--- src/rtl/jsu_pkg.sv ---
// Package for the JSON string unescaper: beat structs, escape state codes,
// character constants and hex digit helpers. No dependencies.
`timescale 1ns / 1ps

package jsu_pkg;

    localparam int UNIT_W    = 16;
    localparam int MAX_RES   = 5;
    localparam int RES_CNT_W = 3;
    localparam int HELD_N    = 3;
    localparam int HCNT_W    = 2;

    typedef logic [UNIT_W-1:0] t_unit;

    typedef struct packed {
        t_unit in_unit;
        logic  in_last;
    } t_in_beat;

    typedef struct packed {
        t_unit out_unit;
        logic  run_last;
        logic  string_end;
    } t_out_beat;

    typedef enum logic [1:0] {
        MODE_NORMAL = 2'd0,
        MODE_ESCAPE = 2'd1,
        MODE_HEX    = 2'd2
    } t_mode;

    localparam t_unit CH_BSLASH = 16'h005C;
    localparam t_unit CH_N      = 16'h006E;
    localparam t_unit CH_T      = 16'h0074;
    localparam t_unit CH_R      = 16'h0072;
    localparam t_unit CH_B      = 16'h0062;
    localparam t_unit CH_F      = 16'h0066;
    localparam t_unit CH_U      = 16'h0075;
    localparam t_unit CTL_LF    = 16'h000A;
    localparam t_unit CTL_TAB   = 16'h0009;
    localparam t_unit CTL_CR    = 16'h000D;
    localparam t_unit CTL_BS    = 16'h0008;
    localparam t_unit CTL_FF    = 16'h000C;

    // ASCII hex digit, either case
    function automatic logic hex_ok(input t_unit u);
        hex_ok = (u >= 16'h0030 && u <= 16'h0039) ||
                 (u >= 16'h0041 && u <= 16'h0046) ||
                 (u >= 16'h0061 && u <= 16'h0066);
    endfunction

    function automatic logic [3:0] hex_val(input t_unit u);
        logic [3:0] v;
        v = u[3:0];
        if (u[6]) begin
            v = u[3:0] + 4'd9;
        end
        hex_val = v;
    endfunction

endpackage

--- src/rtl/json_string_unescape_core.sv ---
// JSON string unescaper top level: escape decode, result burst buffer and
// output register. Depends on jsu_pkg.
`timescale 1ns / 1ps

// Usage
//   Input channel: i_in_valid / o_in_stall / i_in_data, one UTF-16 code unit
//   per beat, in_last marks the unit that ends the string.
//   Output channel: o_out_valid / i_out_stall / o_out_data, one unescaped
//   code unit per beat; run_last flags the last result of an input beat and
//   string_end the final result of the string.
//   An accepted beat is decoded in the same cycle into a burst of zero to
//   five results, held in a burst buffer that feeds the output register one
//   result per cycle while the output is not stalled.
//   Throughput: one input beat per cycle while each beat gives at most one
//   result and the output is not stalled; a beat with more results stalls
//   input until the burst buffer is down to its last result (fallback of a
//   bad hex escape). Beats that give no result (start of an escape) do not
//   load the burst buffer. Input is taken while the output register still
//   holds a stalled result, as long as the burst buffer is empty.
//   Reset (i_rst_n low, synchronous) returns to plain text, drops the burst
//   and the output beat. A stalled output beat holds its payload.
module json_string_unescape_core
    import jsu_pkg::*;
(
    input  logic      i_clk,
    input  logic      i_rst_n,
    input  logic      i_in_valid,
    output logic      o_in_stall,
    input  t_in_beat  i_in_data,
    output logic      o_out_valid,
    input  logic      i_out_stall,
    output t_out_beat o_out_data
);

    t_mode               r_mode, n_mode;
    logic [HCNT_W-1:0]   r_hcnt, n_hcnt;
    t_unit               r_held [HELD_N];

    t_unit               r_bu [MAX_RES];
    logic [RES_CNT_W-1:0] r_bn;
    logic                r_bend;

    logic                r_ov;
    t_out_beat           r_out;

    t_unit               res [MAX_RES];
    logic [RES_CNT_W-1:0] res_n;
    logic                held_wr;
    logic                in_acc;
    logic                move;
    t_unit               unit;
    logic                last;
    logic                is_hex;
    logic [RES_CNT_W-1:0] cnt_ext;

    assign unit    = i_in_data.in_unit;
    assign last    = i_in_data.in_last;
    assign is_hex  = hex_ok(unit);
    assign cnt_ext = RES_CNT_W'(r_hcnt);

    // handshake
    assign move       = (r_bn != '0) && (!r_ov || !i_out_stall);
    assign o_in_stall = !((r_bn == '0) || (r_bn == RES_CNT_W'(1) && move));
    assign in_acc     = i_in_valid && !o_in_stall;

    // decode of one beat against the escape state
    always_comb begin
        n_mode  = r_mode;
        n_hcnt  = r_hcnt;
        held_wr = 1'b0;
        res_n   = '0;
        // fallback layout: 'u', held digits, then the current unit
        res[0] = CH_U;
        for (int k = 1; k <= HELD_N; k++) begin
            if (RES_CNT_W'(k - 1) < cnt_ext) begin
                res[k] = r_held[k-1];
            end else begin
                res[k] = unit;
            end
        end
        res[HELD_N+1] = unit;

        case (r_mode)
            MODE_ESCAPE: begin
                n_mode = MODE_NORMAL;
                res_n  = RES_CNT_W'(1);
                case (unit)
                    CH_N:    res[0] = CTL_LF;
                    CH_T:    res[0] = CTL_TAB;
                    CH_R:    res[0] = CTL_CR;
                    CH_B:    res[0] = CTL_BS;
                    CH_F:    res[0] = CTL_FF;
                    CH_U: begin
                        res[0] = CH_U;
                        if (!last) begin
                            res_n  = '0;
                            n_mode = MODE_HEX;
                            n_hcnt = '0;
                        end
                    end
                    default: res[0] = unit;
                endcase
            end
            MODE_HEX: begin
                if (!is_hex) begin
                    // bad run: flush, then the unit as plain text
                    n_hcnt = '0;
                    n_mode = MODE_NORMAL;
                    if (unit == CH_BSLASH && !last) begin
                        n_mode = MODE_ESCAPE;
                        res_n  = cnt_ext + RES_CNT_W'(1);
                    end else begin
                        res_n  = cnt_ext + RES_CNT_W'(2);
                    end
                end else if (r_hcnt == HCNT_W'(HELD_N)) begin
                    res[0] = {hex_val(r_held[0]), hex_val(r_held[1]),
                              hex_val(r_held[2]), hex_val(unit)};
                    res_n  = RES_CNT_W'(1);
                    n_hcnt = '0;
                    n_mode = MODE_NORMAL;
                end else begin
                    held_wr = 1'b1;
                    n_hcnt  = r_hcnt + HCNT_W'(1);
                    if (last) begin
                        // short run: 'u' plus all digits incl. this one
                        res_n = cnt_ext + RES_CNT_W'(2);
                    end
                end
            end
            default: begin
                n_mode = MODE_NORMAL;
                res[0] = unit;
                if (unit == CH_BSLASH && !last) begin
                    n_mode = MODE_ESCAPE;
                end else begin
                    res_n = RES_CNT_W'(1);
                end
            end
        endcase

        if (last) begin
            n_mode = MODE_NORMAL;
            n_hcnt = '0;
        end
    end

    // escape state
    always_ff @(posedge i_clk) begin
        if (!i_rst_n) begin
            r_mode <= MODE_NORMAL;
            r_hcnt <= '0;
        end else if (in_acc) begin
            r_mode <= n_mode;
            r_hcnt <= n_hcnt;
        end
    end

    always_ff @(posedge i_clk) begin
        if (in_acc && held_wr) begin
            r_held[r_hcnt] <= unit;
        end
    end

    // burst buffer, drained from entry 0
    always_ff @(posedge i_clk) begin
        if (!i_rst_n) begin
            r_bn <= '0;
        end else if (in_acc && res_n != '0) begin
            r_bn <= res_n;
        end else if (move) begin
            r_bn <= r_bn - RES_CNT_W'(1);
        end
    end

    always_ff @(posedge i_clk) begin
        if (in_acc && res_n != '0) begin
            for (int k = 0; k < MAX_RES; k++) begin
                r_bu[k] <= res[k];
            end
            r_bend <= last;
        end else if (move) begin
            for (int k = 0; k < MAX_RES - 1; k++) begin
                r_bu[k] <= r_bu[k+1];
            end
        end
    end

    // output register
    always_ff @(posedge i_clk) begin
        if (!i_rst_n) begin
            r_ov <= 1'b0;
        end else if (move) begin
            r_ov <= 1'b1;
        end else if (!i_out_stall) begin
            r_ov <= 1'b0;
        end
    end

    always_ff @(posedge i_clk) begin
        if (move) begin
            r_out.out_unit   <= r_bu[0];
            r_out.run_last   <= (r_bn == RES_CNT_W'(1));
            r_out.string_end <= (r_bn == RES_CNT_W'(1)) && r_bend;
        end
    end

    assign o_out_valid = r_ov;
    assign o_out_data  = r_out;

endmodule

--- config.mk ---
export PLATFORM = sky130hd
export DESIGN_NAME = json_string_unescape_core
export DESIGN_NICKNAME = d
export VERILOG_FILES = /design/src/rtl/jsu_pkg.sv /design/src/rtl/json_string_unescape_core.sv
export SDC_FILE = /design/constraint.sdc
export NUM_CORES = 1
export LEC_CHECK = 0
export ABC_CLOCK_PERIOD_IN_PS = 4400
export BUFFER_PORTS_ARGS = -buffer_cell sky130_fd_sc_hd__buf_2
export CAP_MARGIN = 20
export CORE_UTILIZATION = 40
export CTS_CLUSTER_SIZE = 8
export DETAILED_ROUTE_END_ITERATION = 6
export PLACE_DENSITY_LB_ADDON = 0.15
export SYNTH_ARGS = -nofsm -noshare
export SYNTH_HDL_FRONTEND = slang
export SYNTH_SLANG_ARGS = --single-unit
export TNS_END_PERCENT = 100
--- constraint.sdc ---
create_clock -name i_clk -period 4.4 [get_ports i_clk]
set_clock_uncertainty 0.1 [all_clocks]
set_input_delay 1.1 -clock i_clk [delete_from_list [all_inputs] [get_ports i_clk]]
set_output_delay 1.1 -clock i_clk [all_outputs]
set_load 0.1 [all_outputs]
=== Word-level counts from Yosys, hierarchy flattened ===
Memory sizes are Yosys's and may differ from the RTL's. A register that Yosys moved wholly into a read port is not among the register bits.
Cells that the tools add are included.

* Bits in registers: 11
* Bits in latches: 0
* Memory bits (writable): 128
* ROM bits: 0
* Bits of input ports: 21
* Output and inout bits: 20
* Word-level logic and storage cells: 117
* Memories: 2

{| class="wikitable"
|+ Memory list
! memory !! words !! width !! read ports !! clocked after Yosys merged registers in !! wr ports !! RTL line !! RTL
|-
| r_bu || 5 || 16 || 5 || 1 || 5 || json_string_unescape_core.sv:39 || <nowiki>t_unit r_bu [MAX_RES];</nowiki>
|-
| r_held || 3 || 16 || 3 || 0 || 1 || json_string_unescape_core.sv:37 || <nowiki>t_unit r_held [HELD_N];</nowiki>
|}

* Add/sub/neg operators: 8
* $mul: 0
* Divide/modulo/power cells: 0
* Order comparisons: 9
* Equal/unequal tests: 14
* Shift operators: 0
* Mux-type cells: 48
* Bitwise gates (word level): 4
* Reductions and logical operators: 25

{| class="wikitable"
|+ Operators by type and width
! operator !! count
|-
| $mux W16 || 9
|-
| $eq A16 B7 Y1 const B || 7
|-
| $pmux W16 S6 || 1
|-
| $ge A16 B7 Y1 const B || 2
|-
| $le A16 B7 Y1 const B || 2
|-
| $pmux W16 S2 || 1
|-
| $mux W3 || 6
|-
| $add A4 B4 Y4 const B || 4
|-
| $ge A16 B6 Y1 const B || 1
|-
| $le A16 B6 Y1 const B || 1
|-
| $mux W1 || 16
|-
| $mux W2 || 8
|-
| $mux W4 || 4
|-
| $logic_and A1 B1 Y1 || 10
|-
| $reduce_bool A3 Y1 || 3
|-
| $pmux W2 S2 || 2
|-
| $pmux W3 S2 || 1
|-
| $eq A2 B2 Y1 const B || 2
|-
| $logic_not A1 Y1 || 4
|-
| $logic_or A1 B1 Y1 || 4
|-
| $lt A1 B2 Y1 const A || 2
|-
| $ne A4 B4 Y1 const B || 1
|-
| $or A1 B1 Y1 || 4
|-
| $add A2 B1 Y3 const B || 1
|-
| 12 further kinds || 12
|}

=== Logic depth before layout (Yosys ltp) ===
* Depth in word-level cells: 11
* Mapped depth: 12
* Depth with buffers taken out: 9

=== Worst setup path after synthesis ===
Ideal clock, no wire load.

* Path kind: input -> register
* From: input i_in_data[1] (netlist name)
* To: memory r_bu[0][0] (netlist name), data pin
* Setup time: 0.260 ns
* Arrival time: 3.741 ns
* Setup slack: 0.299 ns
* Stages: 11
* Buffers on the path: 2
* Cells stage by stage: inv_1 > ha_1 > nor3b_1 > o31ai_1 > o2111ai_1 > o311ai_4 > nand3_2 > or3b_1 > buf_6 > buf_6 > mux2_4

{| class="wikitable"
|+ RTL lines
! element !! RTL line !! RTL
|-
| from (decl) || json_string_unescape_core.sv:29 || <nowiki>input t_in_beat i_in_data,</nowiki>
|-
| to (decl) || json_string_unescape_core.sv:39 ||
|}

==> reports/qor.csv <==
stage;metric;value;unit
synthesis;fraction of registers with async set/reset;0;%
pwr;Sw Share;37.0;%
cts;Post-CTS Setup Bufs;0;
cts;post-cts sizing count;0;
synthesis;number of synthesized flops with an enable pin;147;
timing;final count of hold timing violations;0;
floorplan;initial cell density of the core;40.9;%
cts;Sink Count;155;
worst_setup_path;CP max-delay cell;or3b_4;
placed_design;Setup WS pre-CTS;0.274;ns
routing;drt wl/cell;20.6;microns
synthesis;YS warnings;0;
timing;RSZ-0062 raised after global routing;no;
worst_setup_path;Worst Reg-to-Reg Cells;10;
outcome;status;finished, final reports clean;
pwr;Pint;4020;uW
synthesis;Syn Nets;554;
cts;TritonCTS clock tree;yes;
finish;P&R area growth vs syn;15.6;%
pwr;Peak VDD IR;365;uV
finish;share of layout cells above drive strength 1;36.3;%
cts;Clk Latency, worst-skew pair;0.43;ns
synthesis;syn_area_per_cell;14.8;sq um
worst_setup_path;Critical Path Sink Type;register;
floorplan;IO Pins;41;
timing;setup TNS;0;ns
timing;Slew @ Worst Pin;0.964;ns
finish;fillers;1619;
placed_design;Final Wtd Congestion;0.899;
routing;1st-iter DRT viols;318;
floorplan;die extent in x;140;microns
timing;Final min period;3.73;ns
worst_setup_path;WP depth;11;
cts;H-tree depth;4;
timing;Final setup viols;0;
cts;Post-CTS Hold Buffers;0;
worst_setup_path;CP Max Fanout;15;
synthesis;Simple-Gate Fraction of Synth Area;7.39;%
routing;Routed WL;17.1;mm
synthesis;Cells after Synth;516;
synthesis;xor and xnor fraction of the mapped netlist area;1.26;%
finish;storage element area;4570;sq um
routing;Final ANT Viol Nets;0;
routing;DRC;0;
floorplan;Core Footprint;18700;sq um
cts;clk root buf;clkbuf_16;
synthesis;Cell Area, Synth;7660;sq um
synthesis;mux contribution to synthesized area;19.2;%
placed_design;port bufs;40;
synthesis;Distinct cells, synth;57;
pwr;sequential share of power;38.9;%
synthesis;main flop type after synthesis;edfxtp_1;
pwr;Clock Power Share;22.4;%
synthesis;Compound-Gate Fraction of Synth Area;6.85;%
worst_hold_path;Hold WC Path Type;reg -> reg;
global_route;global-route usage over all layers;18.3;%
pwr;PwrDens;721;nW/um^2
finish;most common cell after layout, fill and taps aside;edfxtp_1;
finish;n_diodes;0;
timing;Slew headroom;35.7;%
floorplan;Die H;140;microns
routing;via count;4490;
pwr;Pleak;0.00333;uW
global_route;maximum number of pins on one net before global-route repair;53;
flow_run;total of max-cap violations;0;
global_route;global-route wire length before repair;26.4;mm
pwr;sw power;2360;uW
worst_setup_path;WP data arrival;3.79;ns
timing;Max Clock Freq;268;MHz
worst_setup_path;cell family with most CP delay;simple AND/OR/NAND/NOR gates;
cts;number of CTS-inserted buffers;17;
synthesis;post-synthesis adder-cell area fraction;2.78;%
timing;Tcrit/Tclk final;84.7;%
worst_setup_path;critical-path cell list;buf_2 > inv_1 > ha_1 > nand4b_1 > or3_1 > o21ai_0 > a21o_1 > nand3_2 > or3b_4 > buf_12 > mux2_1;
timing;Final Slew Violations;0;
finish;final net count;618;
worst_setup_path;startpoint types;input pin;
routing;post-DR vias/cell;5.43;
worst_setup_path;Data required, critical path;4.47;ns
floorplan;row cnt;50;
global_route;gr ovfl total;0;
worst_setup_path;type of the worst setup path;in -> reg;
finish;Multi-input gate area;2880;sq um
finish;most frequent cells in the layout;edfxtp_1, mux2_4, mux2_2;
worst_hold_path;Hold Path Cell Cnt;0;
cts;clock slew seen by the registers of the worst setup and hold paths;0.06;ns
placed_design;Post-DP HPWL;11.4;mm
worst_setup_path;CP max stage delay;0.55;ns
pwr;combinational share of power;38.7;%
worst_setup_path;worst path bufs/invs;3;
global_route;initial antenna violation count;0;
placed_design;DP Area;8290;sq um
synthesis;largest family of logic cells by synthesized area;multiplexers;
finish;fin area;8850;sq um
routing;DRT Pass-1 Iters;6;
floorplan;DIE AREA;19700;sq um
global_route;vias in the first global route;4505;
timing;crit path setup slack, layout;0.675;ns
cts;clk buf depth;2;
synthesis;register area share after synthesis;59.7;%
synthesis;Synth Register Bits;155;
## cells in the mapped netlist, types with 3 or more instances
cell type,number,area share (%)
mux2_2,47,6.9
nand2_1,28,1.4
ha_1,17,2.8
o31ai_1,3,0.29
and2_1,4,0.33
a21oi_1,19,1.2
edfxtp_1,147,58
nand2b_1,11,0.90
xnor2_1,8,0.92
xor2_1,3,0.34
mux2_1,4,0.59
a31oi_1,3,0.25
o21ai_0,18,1.2
a21o_1,3,0.29
nand3_1,9,0.59
nand4_1,8,0.65
nor3_1,10,0.65
inv_1,15,0.74
mux2_4,57,11
nor2_1,11,0.54
mux2i_1,4,0.52
nor2b_1,5,0.41
dfxtp_1,8,2.1
buf_6,7,1.0
a22o_1,10,1.1
clkbuf_1,15,0.74
and3_1,3,0.25
## cell type report
cell class / count / share of cell area, %
Clock buffer: 18 / 4.85
Inverter: 16 / 0.679
Clock inverter: 14 / 1.54
Tap cell: 234 / 3.31
Multi-Input combinational cell: 319 / 32.5
Sequential cell: 155 / 51.7
Timing Repair Buffer: 71 / 5.46
## state kept, by name, indices dropped and copies added (netlist names)
signal,count
r_bu,80
r_mode,2
r_bend,1
r_held,48
o_out_data,18
r_hcnt,2
o_out_valid,1
r_bn,3
## logic make-up after synthesis
group                      count (synthesis)
and+or+nand+nor                          104
buffers and inverters                     42
xor gates and xnor gates                  11
DFF                                      155
AOI/OAI and AO/OA                         75
adders and majority gates                 17
muxes                                    112
## power by group through the flow
stage                     clock (uW)  combinational (uW)  sequential [uW]
after floorplan                    0                1310             3170
after global placement             0                2460             2510
after detailed placement           0                2490             2520
after CTS                       1450                2500             2490
after global routing            1510                2600             2530
final                           1430                2470             2480
## layer usage
layer / track usage, % / vias to the layer above / part of all wire, %
li1: - / 2114 / -
met1: 24.4 / 2247 / 47
met2: 30.4 / 112 / 48
met3: 3.38 / 17 / 3.8
met4: 5.73 / 0 / 1.4
met5: 0 / - / 0
## metrics by stage
step / std cells / hold slack [ns] / total power (uW) / utilization [%]
after floorplan: 516 / 0.300 / 4480 / -
after global placement: 795 / 0.301 / 4970 / 44.3
after detailed placement: 795 / 0.305 / 5020 / 44.3
after CTS: 827 / 0.319 / 6440 / 47.3
after global routing: 827 / 0.325 / 6650 / 47.3
final: 827 / 0.318 / 6380 / 47.3
## path summary, 6_finish.rpt
kind	to	slack (ns)	startpoint
setup / recovery	r_bu[1][15]	0.67	i_in_data[1]
hold / removal	o_out_data[6]	0.32	r_bu[0][4]
setup reg to reg	r_bu[1][15]	1.21	r_mode[0]
hold reg to reg	o_out_data[6]	0.32	r_bu[0][4]
(Power assumes the default switching activity.)
